--- config.mk ---
export PLATFORM = sky130hd
export DESIGN_NAME = double_ended_queue
export DESIGN_NICKNAME = d
export VERILOG_FILES = /design/src/rtl/dq_pkg.sv /design/src/rtl/dq_ram.sv /design/src/rtl/dq_dpath.sv /design/src/rtl/dq_ctrl.sv /design/src/rtl/double_ended_queue.sv
export SDC_FILE = /design/constraint.sdc
export NUM_CORES = 1
export LEC_CHECK = 0
export BUFFER_PORTS_ARGS = -buffer_cell sky130_fd_sc_hd__buf_4
export CAP_MARGIN = 20
export CORE_ASPECT_RATIO = 1.25
export CORE_MARGIN = 10
export CORE_UTILIZATION = 45
export CTS_BUF_LIST = sky130_fd_sc_hd__clkbuf_4
export DETAILED_ROUTE_END_ITERATION = 10
export GPL_ROUTABILITY_DRIVEN = 0
export HOLD_SLACK_MARGIN = 0.06
export PLACE_DENSITY = 0.61
export SYNTH_ARGS = -nofsm -noshare
export SYNTH_HDL_FRONTEND = slang
export SYNTH_HIERARCHICAL = 1
export SYNTH_SLANG_ARGS = --single-unit
--- constraint.sdc ---
create_clock -name i_clk -period 11.05 [get_ports i_clk]
set_input_delay 2.7625 -clock i_clk [delete_from_list [all_inputs] [get_ports i_clk]]
set_output_delay 2.7625 -clock i_clk [all_outputs]
set_load 0.005 [all_outputs]
--- src/rtl/dq_pkg.sv ---
`default_nettype none

package dq_pkg;

    // Queue geometry
    localparam int DQ_DEPTH = 8;
    localparam int DQ_AW    = (DQ_DEPTH > 1) ? $clog2(DQ_DEPTH) : 1;
    localparam int DQ_CW    = $clog2(DQ_DEPTH + 1);
    localparam int DQ_SW    = DQ_CW + 1;
    localparam int DQ_DW    = 32;

    // Action codes carried on the input tuser
    typedef enum logic [2:0] {
        ACT_PUSH_BACK  = 3'd0,
        ACT_POP_FRONT  = 3'd1,
        ACT_LIST       = 3'd2,
        ACT_PUSH_FRONT = 3'd3,
        ACT_POP_BACK   = 3'd4
    } t_action;

    // Result status carried on the output tuser
    typedef enum logic [1:0] {
        ST_OK    = 2'd0,
        ST_OVER  = 2'd1,
        ST_UNDER = 2'd2,
        ST_EMPTY = 2'd3
    } t_status;

    // Commands from controller to datapath
    typedef struct packed {
        logic    push_back;
        logic    push_front;
        logic    pop_front;
        logic    pop_back;
        logic    err_load;
        t_status err_status;
        logic    idx_clr;
        logic    idx_inc;
        logic    list_rd;
        logic    data_load;
        logic    data_last;
    } t_dq_cmd;

    // Status from datapath to controller
    typedef struct packed {
        logic full;
        logic empty;
        logic idx_last;
        logic out_free;
    } t_dq_sts;

    // Fold a sum below twice the depth back into a buffer index
    function automatic logic [DQ_AW-1:0] dq_wrap(input logic [DQ_SW-1:0] sum);
        logic [DQ_SW-1:0] red;
        red = (sum >= DQ_SW'(DQ_DEPTH)) ? (sum - DQ_SW'(DQ_DEPTH)) : sum;
        return red[DQ_AW-1:0];
    endfunction

endpackage

`default_nettype wire

--- src/rtl/dq_ram.sv ---
`default_nettype none

module dq_ram #(
    parameter int WIDTH = 32,
    parameter int DEPTH = 8
) (
    input  wire logic                                    i_clk,
    input  wire logic                                    i_we,
    input  wire logic [((DEPTH > 1) ? $clog2(DEPTH) : 1)-1:0] i_waddr,
    input  wire logic [WIDTH-1:0]                        i_wdata,
    input  wire logic                                    i_re,
    input  wire logic [((DEPTH > 1) ? $clog2(DEPTH) : 1)-1:0] i_raddr,
    output logic      [WIDTH-1:0]                        o_rdata
);

    logic [WIDTH-1:0] r_mem [DEPTH];

    // One write port, one registered read port
    always_ff @(posedge i_clk) begin
        if (i_we) begin
            r_mem[i_waddr] <= i_wdata;
        end
        if (i_re) begin
            o_rdata <= r_mem[i_raddr];
        end
    end

endmodule

`default_nettype wire

--- src/rtl/dq_dpath.sv ---
`default_nettype none

module dq_dpath
    import dq_pkg::*;
(
    input  wire logic              i_clk,
    input  wire logic              i_rst_n,
    input  wire t_dq_cmd           i_cmd,
    input  wire logic [DQ_DW-1:0]  i_value,
    input  wire logic              i_m_tready,
    output t_dq_sts                o_sts,
    output logic                   o_m_tvalid,
    output logic [DQ_DW-1:0]       o_m_tdata,
    output t_status                o_m_tuser,
    output logic                   o_m_tlast
);

    logic [DQ_AW-1:0] r_head, n_head;
    logic [DQ_CW-1:0] r_count, n_count;
    logic [DQ_AW-1:0] r_idx, n_idx;
    logic             r_out_valid, n_out_valid;
    logic [DQ_DW-1:0] r_data, n_data;
    t_status          r_status, n_status;
    logic             r_last, n_last;

    logic [DQ_AW-1:0] head_inc, head_dec, pos_back, pos_last, pos_list;
    logic [DQ_AW-1:0] waddr, raddr;
    logic [DQ_SW-1:0] sum_back, sum_list;
    logic [DQ_DW-1:0] rd_data;
    logic             we, re;

    // Buffer index arithmetic
    assign head_inc = (r_head == DQ_AW'(DQ_DEPTH - 1)) ? '0 : r_head + DQ_AW'(1);
    assign head_dec = (r_head == '0) ? DQ_AW'(DQ_DEPTH - 1) : r_head - DQ_AW'(1);
    assign sum_back = DQ_SW'(r_head) + DQ_SW'(r_count);
    assign sum_list = DQ_SW'(r_head) + DQ_SW'(r_idx);
    assign pos_back = dq_wrap(sum_back);
    assign pos_last = dq_wrap(sum_back - DQ_SW'(1));
    assign pos_list = dq_wrap(sum_list);

    // Storage ports
    assign we    = i_cmd.push_back | i_cmd.push_front;
    assign waddr = i_cmd.push_back ? pos_back : head_dec;
    assign re    = i_cmd.pop_front | i_cmd.pop_back | i_cmd.list_rd;
    assign raddr = i_cmd.pop_front ? r_head : (i_cmd.pop_back ? pos_last : pos_list);

    dq_ram #(
        .WIDTH (DQ_DW),
        .DEPTH (DQ_DEPTH)
    ) u_ram (
        .i_clk   (i_clk),
        .i_we    (we),
        .i_waddr (waddr),
        .i_wdata (i_value),
        .i_re    (re),
        .i_raddr (raddr),
        .o_rdata (rd_data)
    );

    // Status back to the controller
    assign o_sts.full     = (r_count == DQ_CW'(DQ_DEPTH));
    assign o_sts.empty    = (r_count == '0);
    assign o_sts.idx_last = ((DQ_CW'(r_idx) + DQ_CW'(1)) == r_count);
    assign o_sts.out_free = ~r_out_valid | i_m_tready;

    // Next-state for pointers, list index and output word
    always_comb begin
        n_head      = r_head;
        n_count     = r_count;
        n_idx       = r_idx;
        n_out_valid = r_out_valid & ~i_m_tready;
        n_data      = r_data;
        n_status    = r_status;
        n_last      = r_last;

        if (i_cmd.push_back) begin
            n_count = r_count + DQ_CW'(1);
        end
        if (i_cmd.push_front) begin
            n_head  = head_dec;
            n_count = r_count + DQ_CW'(1);
        end
        if (i_cmd.pop_front) begin
            n_head  = head_inc;
            n_count = r_count - DQ_CW'(1);
        end
        if (i_cmd.pop_back) begin
            n_count = r_count - DQ_CW'(1);
        end
        if (i_cmd.err_load && (i_cmd.err_status == ST_UNDER)) begin
            n_head = '0;
        end

        if (i_cmd.idx_clr) begin
            n_idx = '0;
        end else if (i_cmd.idx_inc) begin
            n_idx = r_idx + DQ_AW'(1);
        end

        if (we) begin
            n_out_valid = 1'b1;
            n_data      = i_value;
            n_status    = ST_OK;
            n_last      = 1'b1;
        end else if (i_cmd.err_load) begin
            n_out_valid = 1'b1;
            n_data      = '0;
            n_status    = i_cmd.err_status;
            n_last      = 1'b1;
        end else if (i_cmd.data_load) begin
            n_out_valid = 1'b1;
            n_data      = rd_data;
            n_status    = ST_OK;
            n_last      = i_cmd.data_last;
        end
    end

    always_ff @(posedge i_clk) begin
        if (!i_rst_n) begin
            r_head      <= '0;
            r_count     <= '0;
            r_idx       <= '0;
            r_out_valid <= 1'b0;
        end else begin
            r_head      <= n_head;
            r_count     <= n_count;
            r_idx       <= n_idx;
            r_out_valid <= n_out_valid;
        end
        r_data   <= n_data;
        r_status <= n_status;
        r_last   <= n_last;
    end

    assign o_m_tvalid = r_out_valid;
    assign o_m_tdata  = r_data;
    assign o_m_tuser  = r_status;
    assign o_m_tlast  = r_last;

    // Occupancy never goes past the depth
    a_count_range: assert property (@(posedge i_clk) disable iff (!i_rst_n)
        r_count <= DQ_CW'(DQ_DEPTH))
        else $error("queue count beyond depth");

    // A result is never loaded over a word the sink has not taken
    a_no_overwrite: assert property (@(posedge i_clk) disable iff (!i_rst_n)
        (r_out_valid && !i_m_tready) |-> !(we || i_cmd.err_load || i_cmd.data_load))
        else $error("output word overwritten");

    // No push into a full queue
    a_push_room: assert property (@(posedge i_clk) disable iff (!i_rst_n)
        we |-> (r_count != DQ_CW'(DQ_DEPTH)))
        else $error("push into full queue");

    a_pop_data: assert property (@(posedge i_clk) disable iff (!i_rst_n)
        (i_cmd.pop_front || i_cmd.pop_back) |=> (r_count == $past(r_count) - DQ_CW'(1)))
        else $error("pop did not drop count by one");

endmodule

`default_nettype wire

--- src/rtl/dq_ctrl.sv ---
`default_nettype none

module dq_ctrl
    import dq_pkg::*;
(
    input  wire logic        i_clk,
    input  wire logic        i_rst_n,
    input  wire logic        i_s_tvalid,
    input  wire logic [2:0]  i_action,
    input  wire t_dq_sts     i_sts,
    output logic             o_s_tready,
    output t_dq_cmd          o_cmd
);

    typedef enum logic [1:0] {
        S_IDLE,
        S_LRD,
        S_DATA
    } t_state;

    t_state  r_state, n_state;
    logic    r_listing, n_listing;
    t_action act;
    logic    ready;

    assign act        = t_action'(i_action);
    assign ready      = (r_state == S_IDLE) && i_sts.out_free;
    assign o_s_tready = ready;

    // Decode actions and sequence reads
    always_comb begin
        n_state   = r_state;
        n_listing = r_listing;
        o_cmd     = '0;
        case (r_state)
            S_IDLE: begin
                if (i_s_tvalid && ready) begin
                    case (act)
                        ACT_PUSH_BACK, ACT_PUSH_FRONT: begin
                            if (i_sts.full) begin
                                o_cmd.err_load   = 1'b1;
                                o_cmd.err_status = ST_OVER;
                            end else begin
                                o_cmd.push_back  = (act == ACT_PUSH_BACK);
                                o_cmd.push_front = (act == ACT_PUSH_FRONT);
                            end
                        end
                        ACT_POP_FRONT, ACT_POP_BACK: begin
                            if (i_sts.empty) begin
                                o_cmd.err_load   = 1'b1;
                                o_cmd.err_status = ST_UNDER;
                            end else begin
                                o_cmd.pop_front = (act == ACT_POP_FRONT);
                                o_cmd.pop_back  = (act == ACT_POP_BACK);
                                n_listing       = 1'b0;
                                n_state         = S_DATA;
                            end
                        end
                        ACT_LIST: begin
                            if (i_sts.empty) begin
                                o_cmd.err_load   = 1'b1;
                                o_cmd.err_status = ST_EMPTY;
                            end else begin
                                o_cmd.idx_clr = 1'b1;
                                n_listing     = 1'b1;
                                n_state       = S_LRD;
                            end
                        end
                        default: ;
                    endcase
                end
            end
            S_LRD: begin
                o_cmd.list_rd = 1'b1;
                n_state       = S_DATA;
            end
            S_DATA: begin
                if (i_sts.out_free) begin
                    o_cmd.data_load = 1'b1;
                    o_cmd.data_last = ~r_listing | i_sts.idx_last;
                    if (r_listing && !i_sts.idx_last) begin
                        o_cmd.idx_inc = 1'b1;
                        n_state       = S_LRD;
                    end else begin
                        n_state = S_IDLE;
                    end
                end
            end
            default: n_state = S_IDLE;
        endcase
    end

    always_ff @(posedge i_clk) begin
        if (!i_rst_n) begin
            r_state   <= S_IDLE;
            r_listing <= 1'b0;
        end else begin
            r_state   <= n_state;
            r_listing <= n_listing;
        end
    end

endmodule

`default_nettype wire

--- src/rtl/double_ended_queue.sv ---
// Double-ended queue of signed 32-bit words, DQ_DEPTH entries deep.
// Input stream: tuser selects the action (push back, pop front, list,
// push front, pop back), tdata carries the word to push. Output stream:
// tdata is the pushed, popped or listed word (zero on error), tuser the
// status (ok, overflow, underflow, empty), tlast marks the final word an
// input produces. Unknown action codes are taken and produce nothing.
// Pushes and errors: the result word is registered at acceptance and
// appears in the cycle after; with the sink ready, one push or error
// word per cycle. Pops: the storage RAM read port is registered, so a
// popped word is loaded in a DATA state before the next input is taken.
// Lists do one RAM read and one output load per entry, taking no input.
// The output register decouples the sides: a new input is accepted in the
// cycle its predecessor's word is taken. When the sink stalls, the result
// word holds and input tready stays low until that word leaves.
// Reset (synchronous, active low) empties the queue and drops any pending
// output word; storage contents are not cleared.
`default_nettype none

module double_ended_queue
    import dq_pkg::*;
(
    input  wire logic              i_clk,
    input  wire logic              i_rst_n,
    input  wire logic              i_s_tvalid,
    output logic                   o_s_tready,
    input  wire logic [DQ_DW-1:0]  i_s_tdata,   // [31:0] value
    input  wire logic [2:0]        i_s_tuser,   // [2:0] action
    output logic                   o_m_tvalid,
    input  wire logic              i_m_tready,
    output logic [DQ_DW-1:0]       o_m_tdata,   // [31:0] data
    output logic [1:0]             o_m_tuser,   // [1:0] status
    output logic                   o_m_tlast
);

    t_dq_cmd cmd;
    t_dq_sts sts;
    t_status m_status;

    dq_ctrl u_ctrl (
        .i_clk      (i_clk),
        .i_rst_n    (i_rst_n),
        .i_s_tvalid (i_s_tvalid),
        .i_action   (i_s_tuser),
        .i_sts      (sts),
        .o_s_tready (o_s_tready),
        .o_cmd      (cmd)
    );

    dq_dpath u_dpath (
        .i_clk      (i_clk),
        .i_rst_n    (i_rst_n),
        .i_cmd      (cmd),
        .i_value    (i_s_tdata),
        .i_m_tready (i_m_tready),
        .o_sts      (sts),
        .o_m_tvalid (o_m_tvalid),
        .o_m_tdata  (o_m_tdata),
        .o_m_tuser  (m_status),
        .o_m_tlast  (o_m_tlast)
    );

    assign o_m_tuser = m_status;

endmodule

`default_nettype wire
==> results_dict.tcl, run 1 <==
set metrics [dict create \
    status "complete, no violations" \
    grt_pass1_vias 7627 \
    min_path_type "reg -> reg" \
    ys_warn_count 6 \
    fin_crit_ns 6.47 \
    cts_hold_buffers 0 \
    h-tree-depth 3 \
    synth_area_mm2 0.0138 \
    fmax_mhz 155 \
    syn_nets 787 \
    cts_tree "built" \
    clockBufferDepth 3 \
    hold_depth 2 \
    final_util 0.525 \
    vias 7131 \
    seq_power_share 0.553 \
    synth.area.top_cells "edfxtp_1 (70%), mux4_1 (7.6%), mux4_2 (3.9%), mux2_2 (2.8%), dfxtp_1 (2.5%)" \
    syn_to_final_growth_pct 15.1 \
    drv_slew 0 \
    critPathArrivalTime_ns 6.78 \
    ys_ff_latch 337 \
    start_util 0.456 \
    finalPower_mw 2.62 \
    cp-start-kind "primary input" \
    reg2regPathDepth 9 \
    peakVddDrop_v 0.0000674 \
    timing.final.crit_share 0.585 \
    rows 71 \
    hold_viol_final 0 \
    die_w_um 177 \
    synth-edff-count 320 \
    numCtsBuffers 81 \
    grt_start_max_net_pins 65 \
    path_class "in -> reg" \
    synthFlopType "edfxtp_1" \
    synth_top_area_frac 0.697 \
    dpl.cell_count 1190 \
    post_cts_resized 0 \
    clock_sinks 337 \
    grt_pass1_wl_um 43000 \
    grtUsageTotal 0.148 \
    worstSkewPairLatency_ns 0.69 \
    worstSetupEndpointType "flip-flop" \
    power.density_mw_per_mm2 165 \
    combinationalPowerShare 0.073 \
    setup_viol 0 \
    synth.avg_cell_area_um2 18.7 \
    drc 0 \
    antenna_found_initial 2 \
    grt.overflow.total 0 \
    first_pass_iters 5 \
    tightestPinTransition_ns 1.01 \
    crit_required_ns 11.36 \
    fin_nets 923 \
    coreArea_mm2 0.0302 \
    synth.distinct_cells 52 \
    grt_setup_unrepaired "no" \
    drtIter0Drc 434 \
    dp_hpwl_um 16000 \
    final_common_cell "edfxtp_1" \
    cts_setup_buffers 0 \
    whs_ns 0.464 \
    slew_headroom 0.327 \
    cts-root-buf "clkbuf_4" \
    p_leak_nw 5.33 \
    setup_tns_ns 0 \
    io_buffers 75 \
    drt_wl_total_um 28300 \
    seq_area_frac_synth 0.722 \
    die_h_um 216 \
    io_pins 76 \
    critPathLaunch "i_m_tready" \
    p_sw_mw 0.582 \
    swShare 0.222 \
    p_clk_frac 0.374 \
    instances_no_fill 1335 \
    drive_gt1_frac 0.320 \
    max_cap_viol_count 0 \
    clk_pin_slew_ns 0.06 \
    routedWlPerCell_um 21.2 \
    reg2reg_from "u_dpath/r_count[0]$_SDFFE_PN0P_" \
    synth_area_leader_cell "edfxtp_1" \
    synth_cells 736 \
    skew_ns 0.0315 \
    via_per_inst 5.34 \
    dieArea_mm2 0.0381 \
    drtAntennaViolNets 0 \
    async_flop_share 0 \
    intPower_mw 2.04 \
    final_cell_mix "edfxtp_1 (320), clkbuf_4 (118), buf_4 (92)" \
    crit_fanout 42 \
    min-delay-start "u_ctrl/r_listing$_SDFFE_PN0P_" \
]
-- logic make-up after synthesis --
logic type	Yosys count	synth area share
compound gates	62	0.0260
xor+xnor	11	0.00754
fa+ha+maj	12	0.0120
buf+inv	51	0.0200
flops	337	0.722
mux	108	0.151
simple gates	155	0.0620
-- sequential cells by signal, summed over array words and instances (netlist names) --
signal / count
u_dpath/r_idx: 3
u_dpath/o_m_tdata: 32
u_dpath/o_m_tlast: 1
u_dpath/r_head: 3
u_dpath/o_m_tvalid: 1
u_dpath/u_ram/o_rdata: 32
u_dpath/u_ram/r_mem: 256
u_ctrl/r_state: 2
u_dpath/o_m_tuser: 2
u_dpath/r_count: 4
u_ctrl/r_listing: 1
-- area by class of cell --
type                    count  area (µm²)
diodes                      2        5.00
clock buffers             118         886
clock inverters            25         126
fillers                  2537       14300
inverters                  12        45.0
multi-input cells         348        3650
flip-flops and latches    337        9950
well taps                 401         502
repair buffers             92         691
-- worst max-delay path, stage by stage --
cell and delay [ns]:
buf_4 0.07, nand2b_1 0.25, nand4bb_4 0.19, or2_4 0.30, nor3_1 0.65, or2_2 0.64
buf_4 0.51, nand2b_1 0.34, nor3_2 0.51, buf_4 0.52
-- final timing paths --
kind	slack, ns	end
worst max-delay path	4.58	u_dpath/u_ram/r_mem[0][27]$_DFFE_PP_
worst min-delay path	0.46	u_ctrl/r_listing$_SDFFE_PN0P_
worst max register to register	6.32	u_dpath/u_ram/r_mem[0][27]$_DFFE_PP_
worst min register to register	0.46	u_ctrl/r_listing$_SDFFE_PN0P_
-- power by group through the flow --
stage          Clock [mW]  Combinational [mW]  Sequential [mW]
2_1_floorplan           0               0.109             1.47
3_3_place_gp            0               0.191             1.47
3_5_place_dp            0               0.196             1.47
4_1_cts              1.02               0.197             1.45
5_1_grt              1.09               0.211             1.45
6_report            0.978               0.192             1.45
-- stage by stage --
stage,setup slack (ns),instance area (µm²)
after detailed placement,3.86,14800
after global placement,4.05,14800
after CTS,4.61,15900
after floorplan,3.95,13800
after global routing,4.29,15900
final,4.58,15900
-- cells in the mapped netlist, types with 3 or more instances --
cell / instances
edfxtp_1: 320
nand2_1: 53
mux4_1: 40
nand2b_1: 40
mux2_2: 34
o21ai_0: 30
mux4_2: 24
nor2_1: 19
dfxtp_1: 17
buf_2: 13
clkbuf_1: 13
inv_1: 12
ha_1: 10
mux2i_1: 10
a21oi_1: 9
buf_6: 8
o21ai_1: 8
nor3_1: 7
nand3b_1: 5
nor3b_1: 5
xnor2_1: 5
xor2_1: 5
nor2b_1: 4
or3_1: 4
a31oi_1: 3
buf_1: 3
nand3_1: 3
-- metal layers --
layer  up-vias  GRT usage  wire length, µm
met3        49     0.0386             1460
met1      3620      0.170            11300
met2       192      0.255            14900
met4         0     0.0651              642
met5         -          0                0
li1       3270          -                -
Power figures use the tool's default switching activity.
==> run 2, diff against run 1 <==
Clock period 11.05 ns to 6.7 ns, I/O delays scaled along.
==> results_dict.tcl, run 2 (synthesis gave the netlist of run 1 again) <==
set metrics [dict create \
    status "complete, no violations" \
    path_class "in -> reg" \
    place_area_mm2 0.0149 \
    min_path_type "reg -> reg" \
    first_pass_iters 4 \
    final_cell_mix "edfxtp_1 (320), clkbuf_4 (113), buf_4 (90)" \
    grt_pass1_vias 7796 \
    largest-register "u_dpath/u_ram/r_mem" \
    coreArea_mm2 0.0302 \
    fin_crit_ns 4.92 \
    fillers 2491 \
    peakVddDrop_v 0.000148 \
    grt.overflow.total 0 \
    dp_slack_ns 1.11 \
    slew_headroom 0.273 \
    cts-root-buf "clkbuf_4" \
    fin_ws_ns 1.78 \
    cts_hold_buffers 0 \
    drc 0 \
    crit_required_ns 7.13 \
    die_h_um 216 \
    dp_hpwl_um 16800 \
    crit_fanout 44 \
    skew_ns 0.0385 \
    crit_chain "buf_4 -> nand2b_1 -> nand4bb_4 -> or2_4 -> nor4b_4 -> inv_1 -> a41oi_1 -> a32o_2 -> buf_12 -> mux4_2 -> mux2_2" \
    post_cts_resized 0 \
    final_common_cell "edfxtp_1" \
    clock_sinks 337 \
    antenna_found_initial 2 \
    grt_start_max_net_pins 45 \
    critPathArrivalTime_ns 5.34 \
    cp-start-kind "primary input" \
    vias 7179 \
    cpPeakStageDelay_ns 0.75 \
    dieArea_mm2 0.0381 \
    postLayoutCellArea_mm2 0.0160 \
    h-tree-depth 3 \
    via_per_inst 5.35 \
    fmax_mhz 203 \
    numCtsBuffers 80 \
    setup_viol 0 \
    drtIter0Drc 429 \
    drt_wl_total_um 29600 \
    drv_slew 0 \
    hold_viol_final 0 \
    grtUsageTotal 0.157 \
    die_w_um 177 \
    syn_to_final_growth_pct 16.2 \
    worstSetupEndpointType "flip-flop" \
    drtAntennaViolNets 0 \
    cts_setup_buffers 0 \
    fin_nets 926 \
    grt_pass1_wl_um 45400 \
    p_leak_nw 5.38 \
    clockBufferDepth 3 \
    rows 71 \
    setup_tns_ns 0 \
    cpMaxStageDelayCell "nor4b_4" \
    power.density_mw_per_mm2 277 \
    routedWlPerCell_um 22.1 \
    cts_tree "built" \
    clk_pin_slew_ns 0.06 \
    start_util 0.456 \
    worstSkewPairLatency_ns 0.70 \
    timing.final.crit_share 0.734 \
    max_cap_viol_count 0 \
    tightestPinTransition_ns 1.09 \
    largest_reg_flops 256 \
    drive_gt1_frac 0.318 \
    io_buffers 75 \
    grt_setup_unrepaired "no" \
    io_pins 76 \
]
[run 2: cell count changes in the layout (fill, tap and decap cells not counted)]
cell,before,now
buf_4,92,90
diode_2,2,3
clkinv_2,5,3
buf_2,0,1
clkinv_1,18,24
bufinv_16,1,4
clkbuf_4,118,113
buf_12,0,5
[run 2: stage by stage]
| stage | util | total power [mW] | hold WS [ns] | instances |
|---|---|---|---|---|
| global placement | 0.493 | 2.75 | 0.439 | 1192 |
| CTS | 0.529 | 4.49 | 0.462 | 1337 |
| global route | 0.530 | 4.65 | 0.479 | 1342 |
| detailed placement | 0.493 | 2.76 | 0.453 | 1192 |
| finish | 0.530 | 4.43 | 0.453 | 1342 |
| floorplan | - | 2.61 | 0.425 | 736 |
[run 2: worst paths after layout]
kind | start | to | slack (ns) | depth (start not counted)
worst max-delay path | i_m_tready | u_dpath/u_ram/o_rdata[22]$_DFFE_PP_ | 1.78 | 11
worst min-delay path | u_ctrl/r_listing$_SDFFE_PN0P_ | u_ctrl/r_listing$_SDFFE_PN0P_ | 0.45 | 2
worst max register to register | u_dpath/r_count[1]$_SDFFE_PN0P_ | u_dpath/u_ram/o_rdata[22]$_DFFE_PP_ | 2.37 | 11
worst min register to register | u_ctrl/r_listing$_SDFFE_PN0P_ | u_ctrl/r_listing$_SDFFE_PN0P_ | 0.45 | 2
[run 2: power breakdown]
group | total, mW | switching, mW | internal [mW]
clock network | 1.72 | 0.783 | 0.937
logic | 0.327 | 0.180 | 0.147
registers | 2.38 | 0.0185 | 2.37
[run 2: per-layer routing]
layer / routed length (µm) / vias up / global-route usage
met5: 0 / - / 0
met3: 1430 / 36 / 0.0381
li1: - / 3273 / -
met1: 11800 / 3688 / 0.183
met2: 16000 / 182 / 0.274
met4: 445 / 0 / 0.0570
[run 2: area by class of cell]
| class | instances | area (µm²) | area share |
|---|---|---|---|
| flip-flops and latches | 337 | 9950 | 0.621 |
| multi-input cells | 348 | 3650 | 0.228 |
| clock buffers | 113 | 848 | 0.0530 |
| repair buffers | 96 | 781 | 0.0488 |
| well taps | 401 | 502 | 0.0313 |
| clock inverters | 32 | 229 | 0.0143 |
| inverters | 12 | 45.0 | 0.00281 |
| diodes | 3 | 7.51 | 0.000469 |
[run 2: critical path: cells and delay by family]
kind	cells	cell delay [ns]
multiplexers	2	0.61
AO/OA/AOI/OAI	2	0.88
buffers and inverters	3	0.62
AND/OR/NAND/NOR	4	1.52
